### config.mk
export PLATFORM = sky130hd
export DESIGN_NAME = rdsn_div_cell
export DESIGN_NICKNAME = d
export VERILOG_FILES = /design/src/hw/rtl/rdsn_pkg.sv /design/src/hw/rtl/rdsn_div_cell.sv
export SDC_FILE = /design/constraint.sdc
export NUM_CORES = 1
export LEC_CHECK = 0
export CORE_MARGIN = 2
export CORE_UTILIZATION = 53
export DETAILED_ROUTE_END_ITERATION = 16
export DONT_BUFFER_PORTS = 1
export HOLD_SLACK_MARGIN = 0.08
export PLACE_DENSITY = 0.75
export REMOVE_ABC_BUFFERS = 1
export SLEW_MARGIN = 20
export SYNTH_ARGS = -nofsm -noshare
export SYNTH_HDL_FRONTEND = slang
export SYNTH_SLANG_ARGS = --single-unit
export TNS_END_PERCENT = 5
### constraint.sdc
create_clock -name clk -period 3.1 [get_ports clk]
set_clock_uncertainty 0.2 [all_clocks]
set_input_delay 0.465 -clock clk [delete_from_list [all_inputs] [get_ports clk]]
set_output_delay 0.465 -clock clk [all_outputs]
set_load 0.03 [all_outputs]
### src/hw/rtl/rdsn_pkg.sv
`timescale 1ns / 1ps
package rdsn_pkg;

  localparam int FULL_SCALE_DEF = 32767;
  localparam logic [14:0] DEADZONE_RST = 15'd7849;
  localparam int SQRT_CELLS = 16;
  localparam int QUOT_BITS = 17;
  localparam int NUM_W = 48;
  localparam int DEN_W = 30;
  // input register, squares, sum, sqrt row, clamp, products, numerators, div row, output
  localparam int LATENCY = 1 + 1 + 1 + SQRT_CELLS + 1 + 1 + 1 + QUOT_BITS + 1;

  typedef struct packed {
    logic               vld;
    logic               dead;
    logic signed [15:0] x;
    logic signed [15:0] y;
    logic [14:0]        dz;
  } rdsn_tag_t;

  typedef struct packed {
    logic vld;
    logic dead;
    logic neg_x;
    logic neg_y;
    logic sat_x;
    logic sat_y;
  } rdsn_dtag_t;

endpackage

### src/hw/rtl/rdsn_div_cell.sv
`timescale 1ns / 1ps
module rdsn_div_cell
  import rdsn_pkg::*;
#(
  parameter int BIT = 0
) (
  input  logic                 clk,
  input  logic                 rst_n,
  input  rdsn_dtag_t           tag_in,
  input  logic [DEN_W-1:0]     den_in,
  input  logic [NUM_W-1:0]     rem_x_in,
  input  logic [NUM_W-1:0]     rem_y_in,
  input  logic [QUOT_BITS-1:0] q_x_in,
  input  logic [QUOT_BITS-1:0] q_y_in,
  output rdsn_dtag_t           tag_out,
  output logic [DEN_W-1:0]     den_out,
  output logic [NUM_W-1:0]     rem_x_out,
  output logic [NUM_W-1:0]     rem_y_out,
  output logic [QUOT_BITS-1:0] q_x_out,
  output logic [QUOT_BITS-1:0] q_y_out
);

  rdsn_dtag_t           tag_r;
  logic [DEN_W-1:0]     den_r;
  logic [NUM_W-1:0]     rem_x_r, rem_y_r, rem_x_nxt, rem_y_nxt, dsh;
  logic [QUOT_BITS-1:0] q_x_r, q_y_r, q_x_nxt, q_y_nxt;

  always_comb begin
    dsh       = NUM_W'(den_in) << BIT;
    rem_x_nxt = rem_x_in;
    rem_y_nxt = rem_y_in;
    q_x_nxt   = q_x_in;
    q_y_nxt   = q_y_in;
    if (rem_x_in >= dsh) begin
      rem_x_nxt    = rem_x_in - dsh;
      q_x_nxt[BIT] = 1'b1;
    end
    if (rem_y_in >= dsh) begin
      rem_y_nxt    = rem_y_in - dsh;
      q_y_nxt[BIT] = 1'b1;
    end
  end

  always_ff @(posedge clk) begin
    if (!rst_n) begin
      tag_r.vld <= 1'b0;
    end else begin
      tag_r.vld <= tag_in.vld;
    end
    tag_r.dead  <= tag_in.dead;
    tag_r.neg_x <= tag_in.neg_x;
    tag_r.neg_y <= tag_in.neg_y;
    tag_r.sat_x <= tag_in.sat_x;
    tag_r.sat_y <= tag_in.sat_y;
    den_r       <= den_in;
    rem_x_r     <= rem_x_nxt;
    rem_y_r     <= rem_y_nxt;
    q_x_r       <= q_x_nxt;
    q_y_r       <= q_y_nxt;
  end

  assign tag_out   = tag_r;
  assign den_out   = den_r;
  assign rem_x_out = rem_x_r;
  assign rem_y_out = rem_y_r;
  assign q_x_out   = q_x_r;
  assign q_y_out   = q_y_r;

endmodule

==> summary.txt, run 1 <==
Run status
  – Status: completed

Critical path
  – Slowest stage delay, CP: 550 ps
  – Nature of the critical path startpoint: primary input
  – Worst EP arrival: 3080 ps
  – CP max-delay cell: dlygate4sd3_1
  – Crit end category: register
  – Number of buffers and inverters on the critical path: 2
  – CP top delay family: compound AO/OA/AOI/OAI gates
  – Crit Path Category: in2reg
  – Crit Path Max Fanout: 8
  – WP data required: 3220 ps
  – Crit path cell chain: inv_1 > ha_1 > and3_1 > a221o_1 > nand3_1 > a31o_2 > o21ai_1 > a21oi_1 > nand2_1 > xnor2_1 > dlygate4sd3_1

Synth
  – Post-Synthesis Cells: 968
  – Number of synthesized flops with an enable pin: 0
  – Post-synthesis sequential area ratio: 0.3928
  – Mux share of post-synthesis cell area: 0.01701
  – Synth warn: 0
  – Largest family of logic cells by synthesized area: compound AO/OA/AOI/OAI gates
  – Post-Synth XOR/XNOR Area: 0.08697
  – Distinct cells, synth: 66
  – FF+latch count, synth: 166
  – Asr flop ratio synth: 0
  – Mapped Area: 0.008459 mm2
  – Avg Inst Size Synth: 8.739 um2
  – Post-synthesis compound-gate area fraction: 0.1963
  – Synth Area in Simple Gates: 0.1722
  – Top FF cell, synth: dfxtp_1
  – Post-Synth Adder-Cell Area: 0.09348

Floorplan
  – Row cnt: 46
  – DIE AREA: 0.01699 mm2
  – IO Pins: 334
  – Die Wd: 130.3 um
  – Die height: 130.3 um
  – Core area: 0.01571 mm2
  – Initial core utilization: 0.5384

Global route
  – Largest net degree at the start of global routing: 27
  – Busiest grt layer: met2
  – Global-route wire length before repair: 44730 um
  – Number of global-route vias before repair: 8391
  – GR Util met2: 0.5747
  – Met1 usage: 0.4046
  – Gr usage total: 0.3438
  – Initial antenna violation count: 3
  – Final global-route overflow total: 0
  – Met3 Resource Use GR: 0.09799

Power
  – VDD IR max: 0.3749 mV
  – Leak pwr: 5.025 nW
  – PD cells: 559.4 mW/mm2

Routing
  – WL per Instance: 20.78 um
  – DR pass1 iterations: 5
  – # DRC: 0
  – Final ANT Viol Nets: 0
  – Vias: 8604
  – Iteration-0 DRC Markers: 651
  – Post-Route WL: 30030 um
  – Vias/cell: 5.954

CTS
  – Post-CTS setup buffer count: 0
  – Root Buffer: clkbuf_16
  – Clock-pin slew on the worst setup and hold paths: 70 ps
  – Max H-tree Level: 4
  – CTS Sinks: 166
  – CTS Buffer Depth: 2
  – Num CTS Buffers: 17
  – TritonCTS clock tree: yes

Final layout
  – NumNets Final: 1443
  – Most frequent cells in the layout: 169 x dlygate4sd3_1, 166 x dfxtp_1, 97 x nand2_1, 90 x buf_4, 80 x a21oi_1
  – Fraction of final layout cells with drive strength greater than 1: 0.1240
  – Final instance area: 0.01162 mm2
  – Commonest non-fill, non-tap cell in the layout: dlygate4sd3_1
  – Area Overhead vs Synth: 37.39%
  – Fillers: 1088

Hold path
  – Min-Delay Path Class: in2reg

Timing
  – Period utilisation layout: 0.9543
  – Endpoints failing hold: 0
  – Final Critical Period: 2958 ps
  – Post-route setup slack: 141.7 ps
  – Highest Clock Rate: 338.0 MHz
  – Worst-Margin Slew: 564.4 ps
  – Final Setup Violations: 0
  – Worst slew margin: 0.6205
  – Slew Viols, Final: 0

Run
  – Max-Cap Viols: 0

Placed design
  – Placed inst area: 0.009291 mm2
  – Pre-CTS setup slack: -204.6 ps
  – Port Buffers: 0
  – Final HPWL DP: 20360 um
  – Routability Congestion: 0.9465
cells in the mapped netlist, types with 10 or more instances:
library cell  instances  area [um2]
ha_1                 60       750.7
nand2b_1             10       62.56
and3_1               12       75.07
nand3_1              17       85.08
xnor2_1              41       359.1
a31oi_1              11       68.82
o211ai_1             11       82.58
nor2_1               64       240.2
a211oi_1             14       105.1
clkbuf_1             24       90.09
inv_1                49       183.9
nor3_1               19       95.09
xor2_1               43       376.6
a21o_1               25       187.7
nand4_1              17       106.4
nand2_1              97       364.1
o21ai_0              67       335.3
nor4_1               12       75.07
a21oi_1              81       405.4
and2_1               10       62.56
dfxtp_1             166        3323
flip-flops by register name, indices dropped and copies added (netlist names):
signal / count
rem_x_out: 48
q_y_out: 17
tag_out: 6
q_x_out: 17
rem_y_out: 48
den_out: 30
routing by layer:
layer	wire (um)	part of all wire	up-vias
met5	0	0	-
met4	1378	0.046	0
met3	2606	0.087	108
met2	14420	0.48	513
met1	11620	0.39	4037
li1	-	-	3946
timing repair:
action	CTS	global route
hold endpoints to repair	165	1
hold buffers	168	1
gates resized for setup	0	6
endpoints found under the setup margin	0	2
worst paths after layout:
path / start / endpoint / slack, ps / depth (start not counted)
setup / recovery: den_in[7] / rem_x_out[33] / 140 / 11
hold / removal: rem_x_in[44] / rem_x_out[47] / 90 / 3
cell type report:
type | instances | area (um2) | share of cell area
Sequential cell | 166 | 3323 | 0.2859
Clock inverter | 15 | 185.2 | 0.01593
Multi-Input combinational cell | 718 | 4833 | 0.4159
Inverter | 50 | 190.2 | 0.01636
Timing Repair Buffer | 260 | 2387 | 0.2054
Antenna cell | 3 | 7.507 | 0.0006459
Clock buffer | 17 | 425.4 | 0.03660
Tap cell | 216 | 270.3 | 0.02325
logic make-up (layout without fill, tap and decap cells):
logic type,count (synthesis),after routing
simple gates,293,293
compound gates,267,267
flops,166,166
xor+xnor,84,84
buf+inv,84,342
fa+ha+maj,62,62
mux,12,12
other cells,0,3
per-stage QoR:
step | hold slack (ps) | utilization | std cells | power (mW) | setup TNS [ps]
after floorplan | 292.7 | - | 934 | 3.754 | -123500
after global placement | 292.8 | 0.5913 | 1241 | 4.112 | -448.8
after detailed placement | 292.8 | 0.5913 | 1241 | 4.125 | -4821
after CTS | 80.60 | 0.7372 | 1441 | 6.439 | 0
after global routing | 93.04 | 0.7394 | 1443 | 6.726 | -21.01
final | 87.32 | 0.7397 | 1445 | 6.502 | 0
report_power, final:
part	switching, mW	internal (mW)	leakage [nW]	total, mW
registers	0.648	2.39	1.40	3.04
clock network	1.01	1.16	0.299	2.17
logic	0.658	0.637	3.33	1.30
total	2.31	4.19	5.03	6.50
No activity file was read; power rests on OpenSTA's default activity.
==> run 2, diff against run 1 <==
--- a/config.mk
+++ b/config.mk
@@ -10,8 +10,9 @@
 export DETAILED_ROUTE_END_ITERATION = 16
 export DONT_BUFFER_PORTS = 1
 export HOLD_SLACK_MARGIN = 0.08
-export PLACE_DENSITY = 0.75
+export PLACE_DENSITY_LB_ADDON = 0.1
 export REMOVE_ABC_BUFFERS = 1
+export SETUP_SLACK_MARGIN = 0.4
 export SLEW_MARGIN = 20
 export SYNTH_ARGS = -nofsm -noshare
 export SYNTH_HDL_FRONTEND = slang
==> summary.txt, run 2 (synthesis results as in run 1) <==
Power
  – VDD IR max: 0.4063 mV
  – Psw: 2.258 mW
  – PD cells: 552.1 mW/mm2
  – Power, Total: 6.536 mW
  – Sequential power share: 0.465
  – Leak pwr: 5.078 nW
  – Clock network fraction of total power: 0.333
  – Internal: 4.278 mW
  – Sw frac: 0.3454
  – Comb pwr share: 0.202

CTS
  – Max H-tree Level: 4
  – Root Buffer: clkbuf_16
  – Clock-pin slew on the worst setup and hold paths: 70 ps
  – CTS Buffer Depth: 2
  – Num CTS Buffers: 17
  – TritonCTS clock tree: yes
  – CTS Sinks: 166

Global route
  – Global-route wire length before repair: 43690 um
  – Number of global-route vias before repair: 8265
  – Initial antenna violation count: 1
  – Gr usage total: 0.3357
  – Final global-route overflow total: 0
  – Largest net degree at the start of global routing: 30

Routing
  – # DRC: 0
  – DR pass1 iterations: 6
  – Final ANT Viol Nets: 0
  – Iteration-0 DRC Markers: 639
  – Vias: 8388
  – Vias/cell: 5.769
  – Post-Route WL: 29810 um
  – WL per Instance: 20.50 um

Critical path
  – Crit end category: register
  – Crit Path Max Fanout: 5
  – Nature of the critical path startpoint: primary input
  – Crit Path Category: in2reg
  – WP data required: 3220 ps
  – Worst EP arrival: 2830 ps

Timing
  – RSZ-0062 raised after global routing: yes
  – Setup TNS: 0 ps
  – Final Setup Violations: 0
  – Endpoints failing hold: 0
  – Worst-Margin Slew: 548.3 ps
  – Slew Viols, Final: 0
  – Worst slew margin: 0.6322
  – Highest Clock Rate: 369.5 MHz
  – Period utilisation layout: 0.8731
  – Final Critical Period: 2707 ps

Floorplan
  – IO Pins: 334
  – Core area: 0.01571 mm2
  – Initial core utilization: 0.5384
  – DIE AREA: 0.01699 mm2
  – Row cnt: 46
  – Die height: 130.3 um
  – Die Wd: 130.3 um

Final layout
  – Util after Layout: 0.7534
  – Commonest non-fill, non-tap cell in the layout: dlygate4sd3_1
  – Most frequent cells in the layout: 167 x dlygate4sd3_1, 166 x dfxtp_1, 102 x buf_4, 96 x nand2_1, 76 x a21oi_1
  – Area Overhead vs Synth: 39.93%
  – Fillers: 1122
  – NumNets Final: 1454
  – Fraction of final layout cells with drive strength greater than 1: 0.1512

Run
  – Max-Cap Viols: 0

Hold path
  – Min-Delay Path Class: in2reg

Placed design
  – Final HPWL DP: 20340 um
  – Port Buffers: 0
  – Routability Congestion: 0.9449

Run status
  – Status: completed
==> run 2: through the flow <==
| step | hold WS [ps] | instance area, um2 | setup WS (ps) | instances |
|---|---|---|---|---|
| 2_1_floorplan | 292.7 | 8300 | -2548 | 934 |
| 3_3_place_gp | 292.8 | 9382 | -168.0 | 1253 |
| 3_5_place_dp | 292.8 | 9382 | -290.9 | 1253 |
| 4_1_cts | 78.31 | 11640 | 342.0 | 1451 |
| 5_1_grt | 92.92 | 11840 | 262.5 | 1454 |
| 6_report | 67.89 | 11840 | 393.4 | 1454 |
==> run 2: metal layers <==
layer | up-vias | routed length [um] | GRT usage
li1 | 3973 | - | -
met1 | 3920 | 12240 | 0.4190
met2 | 408 | 13940 | 0.5516
met3 | 87 | 2460 | 0.08487
met4 | 0 | 1168 | 0.1464
met5 | - | 0 | 0
==> run 2: final cells by class <==
class	count	area, um2	area share
Tap cell	216	270.3	0.02283
Clock buffer	20	446.7	0.03773
Multi-Input combinational cell	718	4994	0.4218
Inverter	50	190.2	0.01607
Antenna cell	1	2.502	0.0002114
Sequential cell	166	3323	0.2807
Timing Repair Buffer	271	2469	0.2085
Clock inverter	12	142.6	0.01205
==> run 2: path summary, 6_finish.rpt <==
check | startpoint | endpoint | slack, ps | cells after the start
worst max-delay path | rem_y_in[0] | rem_y_out[43] | 390 | 13
worst min-delay path | rem_x_in[34] | rem_x_out[35] | 70 | 3
==> run 2: timing repair <==
action / CTS / global route
pin swaps: 0 / 11
gates resized for setup: 1 / 36
hold buffers: 166 / 1
endpoints found under the hold margin: 165 / 1
buffers inserted: 0 / 1
endpoints found under the setup margin: 14 / 88
==> run 2: power groups by stage <==
stage / Combinational (mW) / Clock [mW] / Sequential [mW]
floorplan: 0.733 / 0 / 3.02
CTS: 1.25 / 2.17 / 3.03
detailed placement: 1.06 / 0 / 3.08
global route: 1.44 / 2.27 / 3.05
global placement: 1.05 / 0 / 3.08
finish: 1.32 / 2.18 / 3.04
==> run 2: worst max-delay path, stage by stage <==
cell       delay [ps]
inv_1              30
ha_1              200
fa_1              390
nand2b_1          210
a21oi_2           170
a41o_1            210
a211oi_1          140
o2111ai_4         270
buf_4             190
buf_4             120
nand4_1            60
o21bai_1          220
xnor2_1           150
==> run 3, diff against run 2 <==
--- a/config.mk
+++ b/config.mk
@@ -7,6 +7,7 @@
 export LEC_CHECK = 0
 export CORE_MARGIN = 2
 export CORE_UTILIZATION = 53
+export CTS_BUF_LIST = sky130_fd_sc_hd__clkbuf_16
 export DETAILED_ROUTE_END_ITERATION = 16
 export DONT_BUFFER_PORTS = 1
 export HOLD_SLACK_MARGIN = 0.08
==> summary.txt, run 3 (synthesis results as in run 1) <==
Timing
  – Final Setup Violations: 0
  – Slew Viols, Final: 0
  – Worst-Margin Slew: 561.8 ps
  – Final Critical Period: 2677 ps
  – Period utilisation layout: 0.8634
  – Final hold slack: 93.65 ps
  – Highest Clock Rate: 373.6 MHz
  – Worst slew margin: 0.6232
  – Setup TNS: 0 ps
  – Post-route setup slack: 423.4 ps
  – Endpoints failing hold: 0
  – RSZ-0062 raised after global routing: yes

Placed design
  – Dpl cells: 1253
  – Port Buffers: 0
  – Placed inst area: 0.009382 mm2
  – Routability Congestion: 0.9449
  – Pre-CTS setup slack: -290.9 ps
  – Final HPWL DP: 20340 um

Routing
  – DR pass1 iterations: 5
  – Post-Route WL: 29680 um
  – WL per Instance: 20.40 um
  – Final ANT Viol Nets: 0
  – Iteration-0 DRC Markers: 607
  – # DRC: 0
  – Vias/cell: 5.729
  – Vias: 8336

CTS
  – Clock-pin slew on the worst setup and hold paths: 70 ps
  – CTS Sinks: 166
  – Root Buffer: clkbuf_16
  – Max H-tree Level: 4
  – TritonCTS clock tree: yes
  – CTS Buffer Depth: 2
  – Num CTS Buffers: 17

Final layout
  – NumNets Final: 1455
  – Util after Layout: 0.7514
  – Non-filler cells, final: 1455
  – Area Overhead vs Synth: 39.56%
  – Most frequent cells in the layout: 167 x dlygate4sd3_1, 166 x dfxtp_1, 102 x buf_4, 96 x nand2_1, 77 x a21oi_1
  – Final instance area: 0.01181 mm2
  – Commonest non-fill, non-tap cell in the layout: dlygate4sd3_1
  – Fraction of final layout cells with drive strength greater than 1: 0.1494

Critical path
  – Worst EP arrival: 2830 ps
  – Slowest stage delay, CP: 520 ps
  – CP top delay family: compound AO/OA/AOI/OAI gates
  – Number of buffers and inverters on the critical path: 3
  – CP max-delay cell: a211oi_1
  – Crit path cell chain: inv_1 > ha_1 > o21ai_0 > a21oi_2 > a41o_1 > a211oi_1 > o2111ai_4 > buf_6 > buf_4 > nand4_1 > o21bai_1 > xnor2_1
  – Crit Path Category: in2reg
  – Crit end category: register
  – Nature of the critical path startpoint: primary input
  – Crit Path Max Fanout: 5
  – WP data required: 3260 ps

Floorplan
  – IO Pins: 334
  – Initial core utilization: 0.5384
  – Core area: 0.01571 mm2
  – DIE AREA: 0.01699 mm2
  – Die Wd: 130.3 um
  – Die height: 130.3 um
  – Row cnt: 46

Power
  – VDD IR max: 0.3982 mV
  – Power, Total: 6.478 mW
  – PD cells: 548.7 mW/mm2
  – Leak pwr: 5.081 nW

Global route
  – Final global-route overflow total: 0
  – Global-route wire length before repair: 43590 um
  – Gr usage total: 0.3349
  – Initial antenna violation count: 1
  – Number of global-route vias before repair: 8242
  – Largest net degree at the start of global routing: 30

Run status
  – Status: completed

Hold path
  – Min-Delay Path Class: in2reg

Run
  – Max-Cap Viols: 0
run 3: final timing paths:
| kind | cells past startpoint | end | slack (ps) | startpoint |
|---|---|---|---|---|
| max | 12 | rem_y_out[43] | 420 | den_in[3] |
| min | 4 | rem_y_out[16] | 90 | rem_y_in[16] |
run 3: power by group:
part           internal (mW)  switching, mW  total (mW)  leakage (nW)
clock                   1.19          0.937        2.13         0.283
combinational          0.660          0.653        1.31          3.40
sequential              2.39          0.643        3.04          1.40
total                   4.25           2.23        6.48          5.08
run 3: repair_timing:
action / CTS / global route
endpoints found under the hold margin: 165 / 1
resized for setup: 1 / 32
pin swaps: 0 / 9
hold buffers: 166 / 1
endpoints found under the setup margin: 14 / 90
setup buffers: 0 / 2
run 3: worst min-delay path, stage by stage:
cell,delay (ps)
inv_1,20
nor2_1,80
a31oi_1,40
o211ai_1,80
run 3: routing by layer:
metal  up-vias  routed length (um)  track usage
li1       3973                   -            -
met1      3871               12020       0.4154
met2       412               14070       0.5562
met3        80                2548      0.08774
met4         0                1048       0.1358
met5         -                   0            0
run 3: cell type report:
class,instances,area (um2)
timing repair buffer,272,2480
tap,216,270.3
sequential,166,3323
clock buffer,17,425.4
antenna,1,2.502
multi-input combinational,718,4961
fill,1141,3906
inverter,50,190.2
clock inverter,15,153.9
