**config.mk**
```make
export PLATFORM = sky130hd
export DESIGN_NAME = rdsn_sqrt_cell
export DESIGN_NICKNAME = d
export VERILOG_FILES = /design/src/hw/rtl/rdsn_pkg.sv /design/src/hw/rtl/rdsn_sqrt_cell.sv
export SDC_FILE = /design/constraint.sdc
export NUM_CORES = 1
export LEC_CHECK = 0
export BUFFER_PORTS_ARGS = -buffer_cell sky130_fd_sc_hd__buf_4
export CORE_ASPECT_RATIO = 1.75
export CORE_UTILIZATION = 41
export CTS_CLUSTER_DIAMETER = 100
export DETAILED_ROUTE_END_ITERATION = 12
export GPL_TIMING_DRIVEN = 0
export PLACE_DENSITY = 0.86
export SLEW_MARGIN = 30
export SYNTH_ARGS = -nofsm -noshare
export SYNTH_HDL_FRONTEND = slang
export SYNTH_SLANG_ARGS = --single-unit
```
**constraint.sdc**
```tcl
create_clock -name clk -period 5.1 [get_ports clk]
set_input_delay 0.765 -clock clk [delete_from_list [all_inputs] [get_ports clk]]
set_output_delay 0.765 -clock clk [all_outputs]
set_load 0.1 [all_outputs]
```
**src/hw/rtl/rdsn_pkg.sv**
```systemverilog
`timescale 1ns / 1ps
package rdsn_pkg;

  localparam int FULL_SCALE_DEF = 32767;
  localparam logic [14:0] DEADZONE_RST = 15'd7849;
  localparam int SQRT_CELLS = 16;
  localparam int QUOT_BITS = 17;
  localparam int NUM_W = 48;
  localparam int DEN_W = 30;
  // input register, squares, sum, sqrt row, clamp, products, numerators, div row, output
  localparam int LATENCY = 1 + 1 + 1 + SQRT_CELLS + 1 + 1 + 1 + QUOT_BITS + 1;

  typedef struct packed {
    logic               vld;
    logic               dead;
    logic signed [15:0] x;
    logic signed [15:0] y;
    logic [14:0]        dz;
  } rdsn_tag_t;

  typedef struct packed {
    logic vld;
    logic dead;
    logic neg_x;
    logic neg_y;
    logic sat_x;
    logic sat_y;
  } rdsn_dtag_t;

endpackage

```
**src/hw/rtl/rdsn_sqrt_cell.sv**
```systemverilog
`timescale 1ns / 1ps
module rdsn_sqrt_cell
  import rdsn_pkg::*;
(
  input  logic        clk,
  input  logic        rst_n,
  input  rdsn_tag_t   tag_in,
  input  logic [31:0] bits_in,
  input  logic [17:0] rem_in,
  input  logic [15:0] root_in,
  output rdsn_tag_t   tag_out,
  output logic [31:0] bits_out,
  output logic [17:0] rem_out,
  output logic [15:0] root_out
);

  rdsn_tag_t   tag_r;
  logic [31:0] bits_r;
  logic [17:0] rem_r, rem_nxt;
  logic [15:0] root_r, root_nxt;
  logic [20:0] diff;

  // one root digit per cell
  always_comb begin
    diff = {1'b0, rem_in, bits_in[31:30]} - {3'b0, root_in, 2'b01};
    if (diff[20]) begin
      rem_nxt  = {rem_in[15:0], bits_in[31:30]};
      root_nxt = {root_in[14:0], 1'b0};
    end else begin
      rem_nxt  = diff[17:0];
      root_nxt = {root_in[14:0], 1'b1};
    end
  end

  always_ff @(posedge clk) begin
    if (!rst_n) begin
      tag_r.vld <= 1'b0;
    end else begin
      tag_r.vld <= tag_in.vld;
    end
    tag_r.dead <= tag_in.dead;
    tag_r.x    <= tag_in.x;
    tag_r.y    <= tag_in.y;
    tag_r.dz   <= tag_in.dz;
    bits_r     <= {bits_in[29:0], 2'b00};
    rem_r      <= rem_nxt;
    root_r     <= root_nxt;
  end

  assign tag_out  = tag_r;
  assign bits_out = bits_r;
  assign rem_out  = rem_r;
  assign root_out = root_r;

endmodule

```
==> flow_summary_export.csv, run 1 <==
group,metric,value,unit
placed_design,port_buffers,229,
synthesis,yosys.area_share.simple,5.94,%
route,vias_per_cell,4.79,
worst_setup_path,path_buf_inv,2,
sta,rsz0062_at_grt,"no",
global_routing,antenna_found_initial,0,
die,rows,44,
die,die_y,124,um
route,dr_wl_met3,1.11,mm
die,dieArea,0.00887,mm^2
synthesis,async_flop_share,0,%
synthesis,synthAdderAreaFrac,6.12,%
synthesis,ys_warn_count,0,
synthesis,yosysTopAreaCell,"dfxtp_1",
synthesis,synth_mux_area_share,5.72,%
clocking,htreeDepth,4,
synthesis,seq_area_frac_synth,65.1,%
route,drt_iter0_drc,124,
global_routing,grt_pass1_wl,15.3,mm
clocking,numCtsBuffers,17,
placed_design,hpwl,7.77,mm
clocking,clk_pin_slew,0.06,ns
worst_setup_path,critPathArrivalTime,3.04,ns
die,core,0.00826,mm^2
worst_setup_path,required,5.39,ns
worst_setup_path,crit_slowest_cell,"a41oi_4",
global_routing,grt_pass1_vias,2932,
worst_setup_path,crit_fanout,10,
sta,setup_violations,0,
synthesis,ys_top_cells_by_count,"dfxtp_1 (113), inv_1 (21), ha_1 (17), xnor2_1 (10), nor2_1 (9)",
synthesis,synth_flop_cell,"dfxtp_1",
synthesis,synth_cells,264,
clocking,clk_path_buf_depth,2,
route,dr.pass1.iters,4,
route,wirelength_met1,3.33,mm
run,max_cap_viol_count,0,
sta,whs,0.452,ns
clocking,postCtsSetupRepairBufs,0,
synthesis,synthXorXnorAreaFrac,3.53,%
clocking,cts.sinks,113,
clocking,cts_tree,"done",
global_routing,grt_max_degree,17,
die,die_x,71.6,um
placed_design,gp_congestion,0.816,
global_routing,grt_usage,23.8,%
worst_setup_path,worstSetupPathType,"in2reg",
worst_setup_path,startpoint_type,"input port",
hold_path,hold_class,"in2reg",
synthesis,synth.avg_cell_area,13.2,um^2
clocking,cts_root_buf,"clkbuf_16",
final_layout,final_nets,647,
worst_setup_path,max_stage_delay,0.37,ns
synthesis,synth_compound_area_share,10.5,%
synthesis,synth_area,0.00348,mm^2
die,start_util,42.1,%
power_and_ir_drop,leakage,2.94,nW
sta,period_share,53.9,%
synthesis,yosysMostFrequentCell,"dfxtp_1",
sta,finalHoldViolCount,0,
die,pin_count,232,
sta,clock.fmax,0.363,GHz
synthesis,yosysUniqueCellTypes,47,
clocking,ctsHoldBuffers,0,
sta,slew_violations,0,
global_routing,overflow,0,
synthesis,ys_seq_elements,113,
route,vias,2963,
route,drt_wl_total,10.6,mm
final_layout,insertedDiodeCount,0,
synthesis,synth_edf_count,0,
route,wire_per_inst,17.1,um
power_and_ir_drop,peakVddDrop,321,uV
route,top_layer_used,"met4",
worst_setup_path,setup.worst_path.end_class,"flop",
worst_setup_path,path_cells,"buf_4 -> ha_1 -> nor2b_4 -> o2111ai_2 -> nand3b_2 -> a41oi_4 -> nor4_4 -> nor2_4 -> buf_6 -> mux2_4",
outcome,outcome,"completed",
sta,setup_tns,0,ns
synthesis,netlist.area_leader.share,65.1,%
clocking,cts_resized,0,
worst_setup_path,critPathTopFamily,"simple AND/OR/NAND/NOR gates",
worst_setup_path,crit_start,"rem_in[0]",
synthesis,synth_top_family_by_area,"compound AO/OA/AOI/OAI gates",
route,routed-wl-met2,5.95,mm
synthesis,yosys-top-cells-area,"dfxtp_1 (65%), ha_1 (6.1%), mux2_4 (2.6%)",
power_and_ir_drop,powerDensity,528,mW/mm^2
hold_path,hold_start,"tag_in[23]",
final_layout,syn_to_final_growth,71.3,%
route,drcViolationCount,0,
final_layout,drive_gt1_share,55.5,%
route,ant_nets,0,
sta,period_minus_slack,2.75,ns
==> cell families after synthesis <==
logic type / after synthesis
other: 1
buffers and inverters: 24
and+or+nand+nor: 34
muxes: 16
AOI/OAI and AO/OA: 45
adders and majority gates: 17
DFF: 113
xor gates and xnor gates: 14
==> stage by stage <==
step                      setup slack [ns]  power, mW  area (um^2)  util [%]  std cells
final                                 2.35       3.15         5960      72.1        618
after global routing                  2.24       3.24         5960      72.1        618
after CTS                             2.35       3.17         5960      72.1        618
after detailed placement              1.93       1.90         5320      64.4        586
after global placement                1.96       1.88         5320      64.4        586
after floorplan                       2.30       1.67         3480         -        265
==> final timing paths <==
| check | slack (ns) | depth (start not counted) | to |
|---|---|---|---|
| max | 2.35 | 10 | rem_out[9] |
| min | 0.45 | 1 | tag_out[23] |
==> report_power, final <==
group | internal (mW) | switching, mW | leakage (nW)
Sequential | 0.957 | 0.0234 | 0.953
Clock | 0.836 | 0.429 | 0.300
Combinational | 0.231 | 0.670 | 1.68
Total | 2.02 | 1.12 | 2.94
==> sequential cells by signal (all words and copies together) (netlist names) <==
| register | flops |
|---|---|
| rem_out | 18 |
| root_out | 16 |
| tag_out | 49 |
| bits_out | 30 |
==> layout make-up <==
class                      count  area [um^2]
fill                         529         2300
timing repair buffer         229         1720
multi-input combinational    128         1110
inverter                      21         78.8
sequential                   113         2260
clock buffer                  18          439
clock inverter                14          203
buffer                         3         26.3
tap                           92          115
==> placed cells by master, fill, tap and decap left out, types with 7 or more instances in the layout <==
master	n
dfxtp_1	113
nand2_1	7
clkbuf_16	17
inv_1	21
nor2_1	9
mux2_2	7
buf_4	231
ha_1	17
o21ai_0	8
xnor2_1	10
==> layer usage <==
layer,up-vias,global-route usage (%)
met5,-,0
met4,0,10.9
met3,20,10.4
met2,180,44.6
met1,1357,21.5
li1,1406,-
Note: power is estimated with default switching activity, not from simulation.
==> inputs of run 2 (changes only) <==
- ABC_AREA: not set -> 1
- CORE_UTILIZATION: 41 -> 38
- PLACE_DENSITY: 0.86 -> 0.82
- clock period: 5.1 -> 2.53 ns (I/O delays scaled with it)
==> run 2 against run 1 <==
Critical path type unchanged; synthesized cell count grew 44%; sequential power grew 100%; clock-buffer cell count is the same; flip-flop and latch count is the same; power grew 95%; global-route usage shrank 1.9 points; cell count grew 24%; design area grew 4.5%.
==> flow_summary_export.csv, run 2 <==
group,metric,value,unit
sta,setup_tns,0,ns
worst_setup_path,crit_fanout,10,
synthesis,yosysUniqueCellTypes,28,
global_routing,overflow,0,
placed_design,gp_congestion,0.882,
power_and_ir_drop,powerDensity,984,mW/mm^2
synthesis,synth.avg_cell_area,9.80,um^2
sta,finalHoldViolCount,0,
final_layout,final_nets,764,
synthesis,seq_area_frac_synth,60.6,%
synthesis,yosys-top-cells-area,"dfxtp_1 (61%), nand2_1 (8.7%), ha_1 (5.7%)",
route,wire_per_inst,14.4,um
final_layout,fill_cells,792,
route,dr.pass1.iters,5,
outcome,outcome,"completed",
worst_setup_path,setup.worst_path.end_class,"flop",
sta,rsz0062_at_grt,"no",
global_routing,antenna_found_initial,0,
worst_setup_path,critPathArrivalTime,2.07,ns
final_layout,utilization,65.4,%
route,drt_wl_total,11.0,mm
global_routing,grt_usage,21.9,%
clocking,cts.sinks,113,
placed_design,port_buffers,229,
synthesis,ys_seq_elements,113,
worst_setup_path,startpoint_type,"input port",
global_routing,grt_pass1_vias,3445,
clocking,cts_root_buf,"clkbuf_16",
synthesis,yosysMostFrequentCell,"dfxtp_1",
die,core,0.00953,mm^2
synthesis,ys_warn_count,0,
power_and_ir_drop,leakage,3.27,nW
global_routing,grt_max_degree,17,
power_and_ir_drop,peakVddDrop,641,uV
die,die_y,133,um
sta,period_share,70.3,%
final_layout,finalInstanceArea,0.00623,mm^2
clocking,postCtsSetupRepairBufs,0,
synthesis,synth_edf_count,0,
synthesis,netlist.area_leader.share,60.6,%
route,ant_nets,0,
run,max_cap_viol_count,0,
die,pin_count,232,
die,rows,47,
worst_setup_path,worstSetupPathType,"in2reg",
route,drcViolationCount,0,
route,drt_iter0_drc,98,
clocking,clk_pin_slew,0.06,ns
synthesis,ys_top_cells_by_count,"dfxtp_1 (113), nand2_1 (87), inv_1 (50), nor2_1 (21), ha_1 (17)",
synthesis,synth_flop_cell,"dfxtp_1",
global_routing,grt_pass1_wl,16.8,mm
route,vias,3391,
final_layout,syn_to_final_growth,66.8,%
clocking,clk_path_buf_depth,2,
synthesis,async_flop_share,0,%
sta,setup_violations,0,
sta,whs,0.0753,ns
sta,period_minus_slack,1.78,ns
sta,clock.fmax,0.562,GHz
sta,slew_violations,0,
clocking,cts_resized,0,
power_and_ir_drop,finalPower,6.13,mW
final_layout,drive_gt1_share,44.9,%
route,vias_per_cell,4.43,
placed_design,place_area,0.00561,mm^2
final_layout,layout_common_cells,"buf_4 (231), dfxtp_1 (113), nand2_1 (87)",
synthesis,yosysTopAreaCell,"dfxtp_1",
clocking,numCtsBuffers,17,
final_layout,largest_reg_flops,49,
synthesis,synth_area,0.00373,mm^2
clocking,cts_tree,"done",
final_layout,final_common_cell,"buf_4",
hold_path,hold_class,"in2reg",
placed_design,hpwl,8.88,mm
die,dieArea,0.0102,mm^2
final_layout,insertedDiodeCount,0,
synthesis,synth_cells,381,
clocking,htreeDepth,4,
die,die_x,76.9,um
die,start_util,39.2,%
clocking,ctsHoldBuffers,0,
hold_path,min_path_cells,1,
worst_setup_path,required,2.82,ns
==> run 2: final timing paths <==
path	to	from
max	rem_out[13]	rem_in[8]
min	bits_out[17]	bits_in[15]
==> run 2: cell type report <==
cell class / instances / area (um^2) / area share (%)
multi-input cells: 211 / 1220 / 19.7
clock buffers: 18 / 439 / 7.05
clock inverters: 14 / 179 / 2.87
plain buffers: 5 / 51.3 / 0.824
repair buffers: 229 / 1720 / 27.6
inverters: 53 / 199 / 3.20
flip-flops and latches: 113 / 2260 / 36.3
well taps: 122 / 153 / 2.45
==> run 2: per-layer routing <==
metal,up-vias,GRT usage [%],share of wire [%]
li1,1701,-,-
met1,1497,18.6,33
met2,169,42.8,57
met3,24,8.42,7.7
met4,0,10.5,3.0
met5,-,0,0
==> run 2: through the flow <==
stage / instances / setup slack (ns)
after floorplan: 382 / 0.706
after global placement: 733 / 0.346
after detailed placement: 733 / 0.340
after CTS: 765 / 0.753
after global routing: 765 / 0.622
final: 765 / 0.752
==> run 2: cells by family (layout without fill, tap and decap cells) <==
kind of cell             count (synthesis)  after routing  synth area share (%)
AND/OR/NAND/NOR                        153            153                  20.0
AO/OA/AOI/OAI                           30             30                  4.76
XOR/XNOR                                 9              9                  2.11
buffers and inverters                   58            319                  6.70
other                                    1              2                 0.100
flip-flops                             113            113                  60.6
adder cells (fa/ha/maj)                 17             17                  5.70
==> run 2: power breakdown <==
group,switching (mW),internal [mW],total [mW]
clock,0.847,1.59,2.44
combinational,1.32,0.410,1.73
sequential,0.0389,1.92,1.96
==> run 2: worst max-delay path, stage by stage <==
cell and delay (ns):
buf_4 0.12, ha_1 0.37, nand2_2 0.15, inv_2 0.04
nand2_1 0.06, nand2_1 0.06, inv_2 0.09, nand2_1 0.07
nand2_2 0.18, nand3_2 0.11, buf_6 0.16, buf_12 0.15
nand3_2 0.07, nand2_1 0.05
==> inputs of run 3 (changes only) <==
- ABC_AREA: 1 -> 0
- CORE_UTILIZATION: 38 -> 37
- clock period: 2.53 -> 1.6 ns (I/O delays scaled with it)
==> run 3 against run 2 <==
The run now ends with negative setup slack left; clock-buffer cell count decreased by 1; sequential share of layout area decreased by 5.4 points; first-iteration DRC count grew 1.0%; flip-flop and latch count unchanged; clock power increased by 40%; global-route usage up 7.3 points; worst setup slack worse by 0.92 ns; largest cell class is now buffers.
==> flow_summary_export.csv, run 3 (synthesis gave the netlist of run 1 again) <==
group,metric,value,unit
outcome,outcome,"complete, but fails checks",
outcome,failed_checks,"negative setup slack",
placed_design,port_buffers,229,
worst_setup_path,crit_slowest_cell,"a311oi_2",
sta,whs,0.0716,ns
die,dieArea,0.00980,mm^2
final_layout,syn_to_final_growth,110,%
route,vias_per_cell,4.80,
clocking,cts.sinks,113,
route,drt_iter0_drc,99,
sta,finalHoldViolCount,0,
final_layout,final_common_cell,"buf_4",
placed_design,placed_cells,614,
route,wire_per_inst,19.4,um
global_routing,grt_usage,29.1,%
die,die_y,130,um
sta,period_share,111,%
sta,setup_violations,18,
clocking,cts_root_buf,"clkbuf_16",
final_layout,fin_cells,759,
die,rows,46,
worst_setup_path,path_cells,"buf_4 -> inv_1 -> ha_4 -> a21o_4 -> a21oi_4 -> a21oi_4 -> a311oi_2 -> o31ai_2 -> xor2_1 -> mux2_4",
worst_setup_path,critPathArrivalTime,2.06,ns
clocking,cts_tree,"done",
global_routing,grt_pass1_wl,20.5,mm
worst_setup_path,setup.worst_path.end_class,"flop",
power_and_ir_drop,leakage,3.44,nW
sta,layout_setup_ws,-0.171,ns
final_layout,largest_reg_flops,49,
power_and_ir_drop,powerDensity,1360,mW/mm^2
worst_setup_path,max_stage_delay,0.35,ns
power_and_ir_drop,peakVddDrop,1140,uV
run,max_cap_viol_count,0,
clocking,clk_path_buf_depth,2,
die,start_util,38.2,%
worst_setup_path,worst_path_most_repeated_cell,"a21oi_4",
worst_setup_path,crit_fanout,4,
clocking,htreeDepth,4,
sta,rsz0062_at_grt,"yes",
global_routing,antenna_found_initial,0,
global_routing,grt_pass1_vias,3908,
worst_setup_path,worstSetupPathType,"in2reg",
route,ant_nets,0,
hold_path,hold_path_end,"tag_out[48]",
sta,clock.fmax,0.565,GHz
route,drcViolationCount,0,
route,dr.pass1.iters,4,
die,pin_count,232,
final_layout,layout_common_cells,"buf_4 (242), dfxtp_1 (113), dlygate4sd3_1 (93)",
hold_path,hold_start,"tag_in[48]",
worst_setup_path,startpoint_type,"input port",
final_layout,drive_gt1_share,53.8,%
route,drt_wl_total,14.7,mm
global_routing,grt_max_degree,17,
route,vias,3644,
hold_path,min_path_cells,2,
worst_setup_path,required,1.89,ns
hold_path,hold_class,"in2reg",
clocking,numCtsBuffers,17,
die,core,0.00909,mm^2
placed_design,gp_congestion,0.781,
die,die_x,75.3,um
global_routing,overflow,0,
sta,slew_violations,0,
final_layout,insertedDiodeCount,0,
clocking,clk_pin_slew,0.06,ns
sta,period_minus_slack,1.77,ns
final_layout,final_nets,760,
placed_design,hpwl,7.69,mm
-- run 3: cell types whose count changed in the layout (fill, tap and decap cells not counted), moves of 8 or more --
cell / previous run / this run
nor2_1: 21 / 9
mux2_4: 0 / 13
ha_4: 0 / 12
nand4_1: 9 / 1
ha_1: 17 / 3
nand2_1: 87 / 6
buf_4: 231 / 242
dlygate4sd3_1: 0 / 93
xnor2_1: 2 / 10
a21oi_1: 12 / 4
inv_1: 50 / 13
-- run 3: worst max-delay path: cells and delay by family --
family | cells | cell delay [ns]
buffers and inverters | 2 | 0.21
multiplexers | 1 | 0.27
adder cells (fa/ha/maj) | 1 | 0.23
AO/OA/AOI/OAI | 5 | 0.95
XOR/XNOR | 1 | 0.15
-- run 3: worst max path at each step --
stage                            from     endpoint  slack (ns)  cells past startpoint
after CTS                 root_in[11]   rem_out[9]       -0.14                     10
after global routing      root_in[10]   rem_out[1]       -0.25                     11
after global placement     root_in[7]   rem_out[9]       -0.93                     11
after floorplan             rem_in[0]  rem_out[11]       -0.52                      9
final                      root_in[2]  rem_out[17]       -0.17                     10
after detailed placement   root_in[7]   rem_out[9]       -0.97                     11
-- run 3: what timing repair did --
action	CTS	global route
pin swaps	19	6
resized for setup	42	11
endpoints found under the hold margin	93	0
buffers inserted	18	3
endpoints found under the setup margin	19	19
cloned	0	0
hold buffers	93	0
-- run 3: through the flow --
stage	instance area (um^2)	power, mW	TNS [ns]	util (%)	setup slack, ns
after floorplan	3600	5.37	-7.32	-	-0.521
after global placement	5470	6.06	-14.38	60.1	-0.929
after detailed placement	5470	6.09	-15.37	60.1	-0.974
after CTS	7250	9.78	-1.87	79.7	-0.144
after global routing	7320	10.2	-3.77	80.5	-0.245
final	7320	9.93	-2.37	80.5	-0.171
-- run 3: per-layer routing --
| metal | GRT usage [%] | vias up | wire length (um) |
|---|---|---|---|
| met3 | 9.65 | 74 | 1140 |
| met4 | 21.4 | 0 | 968 |
| met5 | 0 | - | 0 |
| met1 | 24.5 | 1712 | 4500 |
| met2 | 53.9 | 226 | 8110 |
| li1 | - | 1632 | - |
-- run 3: power by group --
part | leakage (nW) | switching [mW] | internal [mW]
Combinational | 2.23 | 2.33 | 1.06
Clock | 0.258 | 1.43 | 1.99
Sequential | 0.953 | 0.0831 | 3.05
Total | 3.44 | 3.84 | 6.10
-- run 3: area by class of cell --
cell class | count | area (um^2)
buffer | 3 | 30.0
clock buffer | 17 | 425
clock inverter | 15 | 110
fill | 463 | 1780
inverter | 21 | 88.8
multi-input combinational | 128 | 1400
sequential | 113 | 2260
tap | 120 | 150
timing repair buffer | 342 | 2850
